`src/rtl/lss_pkg.sv`:
```
// shared types and constants for the linear system solver
// no dependencies
package lss_pkg;

    localparam int SIZE_W = 7;
    localparam int VAL_W  = 64;
    localparam int IDX_W  = 6;
    localparam logic [SIZE_W-1:0] SIZE_RESET = 7'd64;

    localparam logic [VAL_W-1:0] SIGN64 = 64'h8000_0000_0000_0000;
    localparam logic [VAL_W-1:0] MAXPOS = 64'h7FFF_FFFF_FFFF_FFFF;

    // request to the shared arithmetic unit
    typedef struct packed {
        logic             start;
        logic             op_div;
        logic [VAL_W-1:0] a;
        logic [VAL_W-1:0] b;
    } alu_req_t;

    // response from the shared arithmetic unit
    typedef struct packed {
        logic             done;
        logic [VAL_W-1:0] result;
    } alu_rsp_t;

endpackage

```
`src/rtl/lss_alu.sv`:
```
// shared q31.32 multiply and divide unit, multi-cycle
// depends on lss_pkg
module lss_alu (
    input  logic              clk,
    input  logic              rst_n,
    input  lss_pkg::alu_req_t req,
    output lss_pkg::alu_rsp_t rsp
);

    localparam logic [2:0] A_IDLE = 3'd0;
    localparam logic [2:0] A_MUL  = 3'd1;
    localparam logic [2:0] A_MFIN = 3'd2;
    localparam logic [2:0] A_DIV  = 3'd3;
    localparam logic [2:0] A_RND  = 3'd4;
    localparam logic [2:0] A_INC  = 3'd5;
    localparam logic [2:0] A_SGN  = 3'd6;

    localparam logic [6:0] MUL_LAST = 7'd4;
    localparam logic [6:0] DIV_LAST = 7'd95;

    logic [2:0]   st_reg;
    logic [6:0]   cnt_reg;
    logic         neg_reg;
    logic [63:0]  x_reg;
    logic [63:0]  y_reg;
    logic [127:0] acc_reg;
    logic [63:0]  pp_reg;
    logic [1:0]   sh_reg;
    logic [95:0]  num_reg;
    logic [63:0]  rem_reg;
    logic [63:0]  q_reg;
    logic         rnd_reg;
    logic [63:0]  mag_reg;
    logic         over_reg;
    logic [63:0]  res_reg;
    logic         done_reg;

    logic [63:0]  a_mag;
    logic [63:0]  b_mag;
    logic [31:0]  x_half;
    logic [31:0]  y_half;
    logic [127:0] pp_shifted;
    logic [64:0]  rem_shift;
    logic         take;
    logic [63:0]  lim;

    // operand magnitudes
    assign a_mag = req.a[63] ? (64'd0 - req.a) : req.a;
    assign b_mag = req.b[63] ? (64'd0 - req.b) : req.b;

    // partial product operand halves
    assign x_half = cnt_reg[1] ? x_reg[63:32] : x_reg[31:0];
    assign y_half = cnt_reg[0] ? y_reg[63:32] : y_reg[31:0];

    // alignment of the previous partial product
    always_comb
    begin
        unique case (sh_reg)
            2'd0:    pp_shifted = {64'd0, pp_reg};
            2'd1:    pp_shifted = {32'd0, pp_reg, 32'd0};
            default: pp_shifted = {pp_reg, 64'd0};
        endcase
    end

    // restoring divide step
    assign rem_shift = {rem_reg, num_reg[95]};
    assign take      = rem_shift[64] || (rem_shift[63:0] >= y_reg);

    assign lim = neg_reg ? lss_pkg::SIGN64 : lss_pkg::MAXPOS;

    // sequencer and datapath
    always_ff @(posedge clk or negedge rst_n)
    begin
        if (!rst_n)
        begin
            st_reg   <= A_IDLE;
            done_reg <= 1'b0;
            cnt_reg  <= '0;
        end
        else
        begin
            done_reg <= 1'b0;
            unique case (st_reg)
                A_IDLE:
                begin
                    if (req.start)
                    begin
                        neg_reg  <= req.a[63] ^ req.b[63];
                        x_reg    <= a_mag;
                        y_reg    <= b_mag;
                        cnt_reg  <= '0;
                        acc_reg  <= 128'h8000_0000;
                        num_reg  <= {a_mag, 32'd0};
                        rem_reg  <= '0;
                        q_reg    <= '0;
                        over_reg <= 1'b0;
                        st_reg   <= req.op_div ? A_DIV : A_MUL;
                    end
                end
                A_MUL:
                begin
                    pp_reg  <= x_half * y_half;
                    sh_reg  <= 2'({1'b0, cnt_reg[1]} + {1'b0, cnt_reg[0]});
                    if (cnt_reg != '0)
                    begin
                        acc_reg <= acc_reg + pp_shifted;
                    end
                    cnt_reg <= cnt_reg + 7'd1;
                    if (cnt_reg == MUL_LAST)
                    begin
                        st_reg <= A_MFIN;
                    end
                end
                A_MFIN:
                begin
                    mag_reg  <= acc_reg[95:32];
                    over_reg <= |acc_reg[127:96];
                    st_reg   <= A_SGN;
                end
                A_DIV:
                begin
                    num_reg <= {num_reg[94:0], 1'b0};
                    q_reg   <= {q_reg[62:0], take};
                    rem_reg <= take ? (rem_shift[63:0] - y_reg) : rem_shift[63:0];
                    if (take && (cnt_reg < 7'd32))
                    begin
                        over_reg <= 1'b1;
                    end
                    cnt_reg <= cnt_reg + 7'd1;
                    if (cnt_reg == DIV_LAST)
                    begin
                        st_reg <= A_RND;
                    end
                end
                A_RND:
                begin
                    rnd_reg <= rem_reg >= (y_reg - rem_reg);
                    st_reg  <= A_INC;
                end
                A_INC:
                begin
                    mag_reg <= q_reg;
                    if (rnd_reg)
                    begin
                        if (&q_reg)
                        begin
                            over_reg <= 1'b1;
                        end
                        else
                        begin
                            mag_reg <= q_reg + 64'd1;
                        end
                    end
                    st_reg <= A_SGN;
                end
                A_SGN:
                begin
                    if (over_reg || (mag_reg > lim))
                    begin
                        res_reg <= neg_reg ? (64'd0 - lim) : lim;
                    end
                    else
                    begin
                        res_reg <= neg_reg ? (64'd0 - mag_reg) : mag_reg;
                    end
                    done_reg <= 1'b1;
                    st_reg   <= A_IDLE;
                end
                default:
                begin
                    st_reg <= A_IDLE;
                end
            endcase
        end
    end

    assign rsp.done   = done_reg;
    assign rsp.result = res_reg;

endmodule

```
`config.mk`:
```
export PLATFORM = sky130hd
export DESIGN_NAME = lss_alu
export DESIGN_NICKNAME = d
export VERILOG_FILES = /design/src/rtl/lss_pkg.sv /design/src/rtl/lss_alu.sv
export SDC_FILE = /design/constraint.sdc
export NUM_CORES = 2
export LEC_CHECK = 0
export ABC_CLOCK_PERIOD_IN_PS = 20300
export BUFFER_PORTS_ARGS = -buffer_cell sky130_fd_sc_hd__buf_2
export CORE_ASPECT_RATIO = 1.75
export CORE_MARGIN = 2
export CORE_UTILIZATION = 30
export DETAILED_ROUTE_END_ITERATION = 16
export GPL_TIMING_DRIVEN = 0
export PLACE_DENSITY_LB_ADDON = 0.3
export SYNTH_ARGS = -nofsm -noshare
export SYNTH_HDL_FRONTEND = slang
export SYNTH_SLANG_ARGS = --single-unit
```
`constraint.sdc`:
```
create_clock -name clk -period 20.3 [get_ports clk]
set_input_delay 0 -clock clk [delete_from_list [all_inputs] [get_ports clk]]
set_output_delay 0 -clock clk [all_outputs]
set_load 0.01 [all_outputs]
```
=== Word level (Yosys, flattened, before mapping) ===
Cells that the tools add are included.

* Add/subtract/negate cells: 10
* $mul: 1
* Magnitude comparators: 4
* Eq/ne operators: 16
* Mux-type cells: 34
* Bitwise gates (word level): 1
* Reduce and logical (&&, ||, !) cells: 25

{| class="wikitable"
|+ Operators by type and width
! cell !! number
|-
| $mux W64 || 9
|-
| $pmux W128 S2 || 2
|-
| $pmux W64 S2 || 3
|-
| $mux W128 || 2
|-
| $sub A1 B64 Y64 const A || 4
|-
| $pmux W96 S2 || 1
|-
| $add A128 B128 Y128 || 1
|-
| $ge A64 B64 Y1 || 2
|-
| $sub A64 B64 Y64 || 2
|-
| $mux W96 || 1
|-
| $add A64 B1 Y64 const B || 1
|-
| $gt A64 B64 Y1 || 1
|-
| $mul A32 B32 Y64 || 1
|-
| $mux W32 || 2
|-
| $reduce_and A64 Y1 || 1
|-
| $mux W63 || 1
|-
| $reduce_or A32 Y1 || 1
|-
| $pmux W3 S5 || 1
|-
| $ne A2 B2 Y1 const B || 7
|-
| $pmux W7 S2 || 1
|-
| $reduce_and A2 Y1 || 5
|-
| $eq A3 B3 Y1 const B || 3
|-
| $mux W3 || 3
|-
| $reduce_and A3 Y1 || 3
|-
| 23 further kinds || 33
|}

* Bits in registers: 688
* Bits of input ports: 132
* Output and inout port bits: 65

=== Logic depth before layout (Yosys ltp) ===
* Depth after elaboration: 5
* Mapped depth: 34

=== Least setup slack after synthesis ===
Ideal clock, no wire load.

* Kind: register to register
* Start point: reg st_reg[0]
* End point: reg num_reg[32], enable pin
* Setup time: 1.040 ns
* Arrival time: 14.862 ns
* Data required time: 19.260 ns
* Slack: 4.398 ns
* Stages on the path, launching flop included: 6
* Period minus slack after synthesis: 15.902 ns
* Path through: dfrtp_1 nor2b_1 nand2_1 clkbuf_1 clkbuf_1 a21boi_0

* Cells in the longest elaborated chain, start to end: 3

{| class="wikitable"
|+ Ends and longest elaborated chain
! what !! RTL line !! RTL
|-
| start, declared || lss_alu.sv:21 || <nowiki>logic [2:0] st_reg;</nowiki>
|-
| start signal, assigned || lss_alu.sv:97 || <nowiki>st_reg <= req.op_div ? A_DIV : A_MUL;</nowiki>
|-
| $eq A3 B2 Y1 or $logic_not A3 Y1 (tied branches) || lss_alu.sv:83 || <nowiki>unique case (st_reg)</nowiki>
|-
| $reduce_bool A2 Y1 (no line) or $ne A2 B2 Y1 (tied branches) || -- ||
|-
| $reduce_and A3 Y1 (no line) * || -- ||
|-
| end signal, assigned || lss_alu.sv:93 || <nowiki>num_reg <= {a_mag, 32'd0};</nowiki>
|-
| end signal, assigned || lss_alu.sv:122 || <nowiki>num_reg <= {num_reg[94:0], 1'b0};</nowiki>
|-
| end, declared || lss_alu.sv:29 || <nowiki>logic [95:0] num_reg;</nowiki>
|}

Every way passes the cells marked *; elsewhere a longest branch is shown, timed or not.
A chain may end at the register's enable or synchronous reset.

=== Final worst setup path ===
* Start point: reg cnt_reg[1]
* End point: reg pp_reg[62], data pin

* Cells in the longest elaborated chain, start to end: 2

{| class="wikitable"
|+ Ends and longest elaborated chain
! what !! RTL line !! RTL
|-
| start, declared || lss_alu.sv:22 || <nowiki>logic [6:0] cnt_reg;</nowiki>
|-
| start signal, assigned || lss_alu.sv:108 || <nowiki>cnt_reg <= cnt_reg + 7'd1;</nowiki>
|-
| start signal, assigned || lss_alu.sv:129 || <nowiki>cnt_reg <= cnt_reg + 7'd1;</nowiki>
|-
| $mux W32 || lss_alu.sv:52 || <nowiki>assign x_half = cnt_reg[1] ? x_reg[63:32] : x_reg[31:0];</nowiki>
|-
| $mul A32 B32 Y64 || lss_alu.sv:102 || <nowiki>pp_reg <= x_half * y_half;</nowiki>
|-
| end signal, assigned || lss_alu.sv:102 ||
|-
| end, declared || lss_alu.sv:27 || <nowiki>logic [63:0] pp_reg;</nowiki>
|}

No other way between the ends.

==> flow_summary_export.csv <==
group,metric,value,unit
status,status,"finished with violations",
status,violations,"max-capacitance violations, max-slew violations",
placed_design,gp_congestion,1.03,
yosys,synth_edf_count,645,
setup_path,slowest_stage,"clkbuf_1",
yosys,yosysTopAreaCell,"edfxtp_1",
sta,post-route-min-period,13790,ps
placed_design,dp_hpwl,352000,um
global_route,track_usage,28.8,%
cts,cts_root_buf,"clkbuf_16",
setup_path,crit_path_max_incr_delay,1180,ps
floorplanning,core_region_area,274000,sq um
setup_path,endpoint_kind,"flip-flop",
sta,period_share,67.9,%
global_route,antenna_found_initial,18,
layout,n_fill_cell,28400,
yosys,synthArstFlopShare,1.68,%
drt,drtPass1Iterations,6,
layout,num-nets-final,11600,
sta,clock_skew,46.4,ps
cts,cts_sinks,656,
layout,largest_reg_flops,128,
sta,hold_viol,0,
layout,postLayoutCoreUtil,34.5,%
job,max_cap_viol_count,11,
yosys,syn_area,82500,sq um
setup_path,critPathMostFrequentCell,"fa_1",
cts,cts_tree,"done",
global_route,grt_pass1_wl,567000,um
drt,detailroute.via_count,72200,
sta,finalSetupViolations,0,
cts,clock_latency,740,ps
floorplanning,die_area,279000,sq um
cts,clkSlewWorstSetupHoldPaths,70,ps
cts,cts_buffers,75,
setup_path,crit_required,20780,ps
sta,report.final.slew_viol_count,48,
floorplanning,initial_core_util,30.2,%
drt,initialDrtViolationCount,4298,
sta,rsz0062_at_grt,"false",
worst_hold_path,min_path_type,"input port to flip-flop",
yosys,yosysWarnings,0,
layout,syn2layout_area_growth,14.3,%
drt,via_per_inst,5.32,
sta,max_freq,0.0725,GHz
placed_design,io_buffers,194,
yosys,synth_cells,9331,
drt,wl_per_cell,30.3,um
yosys,syn_nets,11000,
sta,worst_pin_slew,1640,ps
setup_path,path_max_fanout,10,
yosys,syn_area_per_cell,8.84,sq um
setup_path,path_class,"flip-flop to flip-flop",
setup_path,arrival,14270,ps
floorplanning,io_pins,197,
floorplanning,die_x,400,um
yosys,synth_cell_types,85,
global_route,grt_start_max_net_pins,67,
cts,htreeDepth,3,
drt,drtAntennaViolNets,0,
floorplanning,num_rows,254,
drt,drc,0,
sta,relSlewSlack,-10.6,%
cts,cts_max_path_buffers,3,
yosys,synth_flop_cell,"edfxtp_1",
yosys,yosysSeqAreaShare,23.8,%
global_route,grt-ovfl-total,0,
layout,layout-drive-gt1-share,5.58,%
yosys,yosys_register_bits,656,
cts,ctsResizeCount,0,
yosys,synth_area_leaders,"edfxtp_1 (23%), fa_1 (22%), ha_1 (9.9%)",
floorplanning,die_height,698,um
setup_path,start_kind,"flip-flop",
global_route,grt_pass1_vias,77300,
yosys,yosysTopAreaCellShare,23.5,%
drt,wl,411000,um
[cells in the mapped netlist (all sizes together) (19+ instances only)]
cell	n
and3	104
a21o	202
nor3	152
nand2	1028
buf	21
o31ai	78
o21bai	77
nor2b	53
mux2i	84
inv	1116
a211oi	45
a221oi	19
nand2b	69
o21a	65
o21ai	499
nor2	1185
a21oi	535
or3	57
nor4	55
nand4	139
xor2	148
or2	21
o211ai	34
fa	899
ha	651
or4	30
a31oi	49
mux2	52
xnor2	311
and2	98
o41ai	24
clkbuf	410
nand3	112
a21boi	56
edfxtp	645
[cells by family (layout without fill, tap and decap cells)]
kind of cell,Yosys count,after routing,share of synthesized area (%)
AOI/OAI and AO/OA,1829,1829,13.8
xor gates and xnor gates,459,459,4.87
adders and majority gates,1550,1550,31.7
buffers and inverters,1548,2184,7.06
DFF,656,656,23.8
muxes,136,136,1.73
other,0,24,0
and+or+nand+nor,3153,3153,17.0
[stage by stage]
step / worst slack [ps] / TNS [ps] / hold WS (ps) / std cells / instance area, sq um
after detailed placement: 6860 / 0 / -5.30 / 13200 / 89500
after floorplan: 4400 / 0 / -296 / 9331 / 82500
after global placement: -6090 / -1152700 / -23.2 / 13100 / 88000
after global routing: 6530 / 0 / 53.6 / 13600 / 94300
final: 6510 / 0 / 30.2 / 13600 / 94300
after CTS: 6810 / 0 / 20.2 / 13500 / 94300
[repair_timing]
item,4_1_cts,5_1_grt
buffers inserted,0,0
endpoints found under the hold margin,208,0
hold buffers,222,0
endpoints found under the setup margin,0,0
[per-layer routing]
metal	global-route usage, %	share of wire (%)	up-vias
li1	-	-	32700
met4	30.9	13	4
met5	0	0.0068	-
met3	3.13	3.4	1125
met1	24.2	30	36000
met2	55.9	54	2354
[critical path, delay by kind of cell, from the launching register on]
kind,cells,cell delay (ps)
adders and majority gates,9,4610
buffers and inverters,9,3410
and+or+nand+nor,7,2660
muxes,1,1160
AOI/OAI and AO/OA,3,1110
DFF,1,430
xor gates and xnor gates,1,120
[cell type report]
cell class              count  area (sq um)  share of cell area (%)
inverters                1117          4190                    4.44
diodes                     24          60.1                  0.0637
clock inverters            50           597                   0.633
plain buffers             431          1650                    1.75
flip-flops and latches    656         19600                    20.8
multi-input cells        7127         57400                    60.8
repair buffers            498          4440                    4.70
clock buffers              88          1930                    2.04
well taps                3584          4480                    4.75
[cells in the final DEF (no fill, tap or decap), types with 52 or more instances in the layout]
| cell | instances |
|---|---|
| o21ai_0 | 465 |
| xor2_1 | 148 |
| nor4_1 | 53 |
| xnor2_1 | 311 |
| dlygate4sd3_1 | 222 |
| o21a_1 | 65 |
| nand2_1 | 1028 |
| and3_1 | 103 |
| and2_1 | 96 |
| inv_1 | 1116 |
| mux2i_1 | 62 |
| clkbuf_16 | 75 |
| nand2b_1 | 68 |
| nand4_1 | 139 |
| or3_1 | 56 |
| buf_2 | 195 |
| nor3_1 | 152 |
| a21o_1 | 202 |
| clkbuf_1 | 409 |
| nor2_1 | 1184 |
| a21oi_1 | 535 |
| o31ai_1 | 74 |
| ha_1 | 651 |
| nor2b_1 | 53 |
| edfxtp_1 | 645 |
| nand3_1 | 112 |
| o21bai_1 | 77 |
| mux2_2 | 52 |
| fa_1 | 899 |
[final timing paths]
kind                             start     endpoint  slack [ps]  depth (start not counted)
max                         cnt_reg[1]   pp_reg[62]        6510                         30
min                           req[127]     x_reg[2]          30                          3
max reg2reg                 cnt_reg[1]   pp_reg[62]        6510                         30
min reg2reg                num_reg[91]  num_reg[92]         550                          1
max in group asynchronous        rst_n   cnt_reg[4]       19060                          3
min in group asynchronous        rst_n     done_reg         710                          3
Power is not shown: default switching activity piles up to over one toggle a cycle in this logic, so the estimate is an artifact.
